### src/rtl/core/scc_ram.sv
`timescale 1ns / 1ps
// ----------------------------------------------------------------------------
// scc_ram
// Generic simple dual-port RAM, one write and one registered read port.
// ----------------------------------------------------------------------------
module scc_ram #(
  parameter int Width = 8,
  parameter int Depth = 16
) (
  input  logic                     clk_i,
  input  logic                     we_i,
  input  logic [$clog2(Depth)-1:0] waddr_i,
  input  logic [Width-1:0]         wdata_i,
  input  logic [$clog2(Depth)-1:0] raddr_i,
  output logic [Width-1:0]         rdata_o
);

  logic [Width-1:0] mem [Depth];

  always_ff @(posedge clk_i) begin
    if (we_i) begin
      mem[waddr_i] <= wdata_i;
    end
    rdata_o <= mem[raddr_i];
  end

endmodule

### config.mk
export PLATFORM = sky130hd
export DESIGN_NAME = scc_ram
export DESIGN_NICKNAME = d
export VERILOG_FILES = /design/src/rtl/core/scc_ram.sv
export SDC_FILE = /design/constraint.sdc
export NUM_CORES = 1
export LEC_CHECK = 0
export ABC_AREA = 1
export BUFFER_PORTS_ARGS = -buffer_cell sky130_fd_sc_hd__buf_2
export CORE_MARGIN = 2
export CORE_UTILIZATION = 45
export DETAILED_ROUTE_END_ITERATION = 8
export GPL_TIMING_DRIVEN = 0
export PLACE_DENSITY = 0.63
export REMOVE_ABC_BUFFERS = 1
export SYNTH_ARGS = -nofsm -noshare
export SYNTH_HDL_FRONTEND = slang
export SYNTH_SLANG_ARGS = --single-unit
export TNS_END_PERCENT = 30
### constraint.sdc
create_clock -name clk_i -period 2.05 [get_ports clk_i]
set_input_delay 0.205 -clock clk_i [delete_from_list [all_inputs] [get_ports clk_i]]
set_output_delay 0.205 -clock clk_i [all_outputs]
set_load 0.01 [all_outputs]
* After elaboration in Yosys (flattened, before gate mapping)
Memories as Yosys holds them, arrays and structs flattened. A register that Yosys moved wholly into a read port is not among the register bits.
Cells that the tools add are included.
** Storage, ports and cells
- Register bits :: 0
- Bits in writable memories :: 128
- Input port bits :: 18
- Output and inout port bits :: 8
- Word-level logic and storage cells :: 3
- Memories kept :: 1
** Memory list
- mem :: words 16, bits a word 8, rd ports 1, clocked after memory_dff 1, wr ports 1, RTL line 18 : logic [Width-1:0] mem [Depth];
** Cells by class
- Mux-type cells :: 2
** Operators with widths (count)
- $mux W1 :: 2

* Depth between registers and ports, before layout
- Depth after elaboration :: 2
- Mapped depth :: 8
- Gate-level depth less buffers :: 7

* Worst setup path before layout
Ideal clock, no wire load.
- Path type :: input port to flip-flop
- Start point :: in waddr_i[2]
- End point :: mem mem[10][0], enable pin
- Library setup time :: 370 ps
- Arrival time :: 786 ps
- Data required time :: 1680 ps
- Setup slack :: 894 ps
- Cell stages on the path :: 2
- Cells stage by stage :: nand3b_1 nor2_1
** RTL lines
- start: declaration :: RTL line 12 : input logic [$clog2(Depth)-1:0] waddr_i,
- end: declaration :: RTL line 18
Straight into the memory's write port.

==> flow_summary.yaml <==
clock_tree:
  root_buffer: "clkbuf_16"
  max-clock-path-buffers: 2
  worstSkewPairLatency_ps: 420
  cts_tree: "built"
  cts.sinks: 136
  postCtsHoldBufs: 0
  htree_levels: 4
  cts_buffers: 17
  clk_pin_slew_worst_paths_ps: 50
critical_path:
  critPathKind: "input port to flip-flop"
  required_ps: 2350
  reg2reg_depth: 6
  crit_chain: "buf_4 > inv_2 > nand2_1 > nand2_1 > nand2_1 > nand3_1 > nand3_1 > nand2_1"
  slowest_stage: "inv_2"
  endpoint_kind: "flip-flop"
  start_kind: "input port"
  cpPeakStageDelay_ps: 660
  cp_common_cell: "nand2_1"
  worstPathArrival_ps: 2160
  crit_fanout: 65
timing:
  setup_violations: 0
  drv_slew: 0
  clock_skew_ps: 5.48
  hold_viol_final: 0
  max_clock_freq_mhz: 540
  timing.final.crit_share: 0.903
  grt_setup_unrepaired: "no"
  worst_pin_slew_ps: 1140
  slew_headroom: 0.241
  setup_ws_ps: 198
  period_needed_ps: 1850
cells_and_area:
  layout_common_cells: "nand2_1 (173), edfxtp_1 (128), inv_1 (100), nand3_1 (97), buf_2 (24)"
  area_growth_pct: 14.9
  layout_commonest_cell: "nand2_1"
  antenna_cells: 0
  drive_gt1_frac: 0.0976
  layout.cells.non_filler: 756
  design_area_um2: 6630
  nets: 589
grt:
  top_usage_layer: "met2"
  overflow: 0
  use_met2: 0.317
  grt_pass1_vias: 3636
  grt.met1_usage: 0.246
  antenna_found_initial: 0
  grt_pass1_wl_um: 18800
  grt_use_met3: 0.0391
  grt_max_degree: 66
  track_usage: 0.189
hold_path:
  whs_path_depth: 3
  hold_class: "input port to flip-flop"
placement:
  place.gp.congestion: 0.773
  portBuffers: 25
  place_hpwl_um: 6890
  dp_cells: 724
  dp_slack_ps: -749
  placed_cell_area_um2: 5940
detailed_routing:
  ant_nets: 0
  vias: 3737
  viasPerCell: 4.94
  drt-initial-drc-count: 280
  drc: 0
  routed_wl_um: 12100
  drt-pass1-iter-count: 5
  detail_route.wl_per_cell_um: 16.0
pwr:
  ir_worst_vdd_v: 0.000628
  p_per_area_nw_per_um2: 1050
  leakage_nw: 2.84
floorplanning:
  core_um2: 12600
  start_util: 0.459
  die_w_um: 117
  design.die.area_um2: 13700
  rows: 41
  die_h_um: 117
  pin_count: 26
run_status:
  outcome: "completed"
synth:
  postSynthCellCount: 551
  yosys_warnings: 0
  avgSynthCellArea_um2: 10.5
  synthDistinctLibCells: 12
  ys_seq_area_frac: 0.694
  yosys_register_bits: 136
  syn_area_um2: 5770
run:
  max-cap-violations: 0
cells in the mapped netlist:
master,number,area share
buf_2,13,0.011
buf_6,6,0.012
buf_1,1,0.00065
buf_4,4,0.0052
nand3b_1,2,0.0026
inv_2,2,0.0013
edfxtp_1,128,0.67
nand2_1,173,0.11
dfxtp_1,8,0.028
nand3_1,97,0.084
inv_1,100,0.065
nor2_1,17,0.011
cells by family (layout without fill, tap and decap cells):
| logic type | count (synthesis) | in the layout | synth area share |
|---|---|---|---|
| simple gates | 289 | 289 | 0.210 |
| flops | 136 | 136 | 0.694 |
| buf+inv | 126 | 159 | 0.0952 |
through the flow:
stage | utilization | power (W) | hold slack, ps | TNS, ps
finish | 0.527 | 0.00697 | 175 | 0
global route | 0.527 | 0.00718 | 182 | 0
CTS | 0.527 | 0.00701 | 166 | 0
detailed placement | 0.473 | 0.00354 | 602 | -5620
global placement | 0.473 | 0.00352 | 602 | -5570
floorplan | - | 0.00336 | 304 | 0
state kept, by name, indices dropped and copies added (netlist names):
register	cells
mem	128
rdata_o	8
critical path: cells and delay by family:
kind                   cells  cell delay, ps
buffers and inverters      2            1200
and+or+nand+nor            6             660
final timing paths:
check	startpoint	endpoint	slack, ps
hold / removal	raddr_i[3]	rdata_o[2]	180
setup / recovery	raddr_i[0]	rdata_o[3]	200
setup reg to reg	mem[7][1]	rdata_o[1]	1020
hold reg to reg	mem[12][2]	rdata_o[2]	660
routing by layer:
layer	up-vias	share of wire
met5	-	0
met4	0	0.015
met2	111	0.49
met3	16	0.054
li1	1813	-
met1	1797	0.44
cell type report:
class,count,area [um^2]
fillers,1070,5940
multi-input cells,289,1210
inverters,102,383
repair buffers,25,128
clock buffers,18,429
well taps,172,215
clock inverters,14,253
flip-flops and latches,136,4000
timing repair:
item                                   4_1_cts  5_1_grt
gates resized for setup                      1        0
setup buffers                                0        0
setup endpoints to repair                    8        0
endpoints found under the hold margin        0        0
where the power goes:
group / switching, W / total, W / internal [W]
clock: 0.00110 / 0.00349 / 0.00239
sequential: 0.0000147 / 0.00312 / 0.00311
combinational: 0.000255 / 0.000353 / 0.0000975
total: 0.00137 / 0.00697 / 0.00560
No activity file was read; power rests on OpenSTA's default activity.
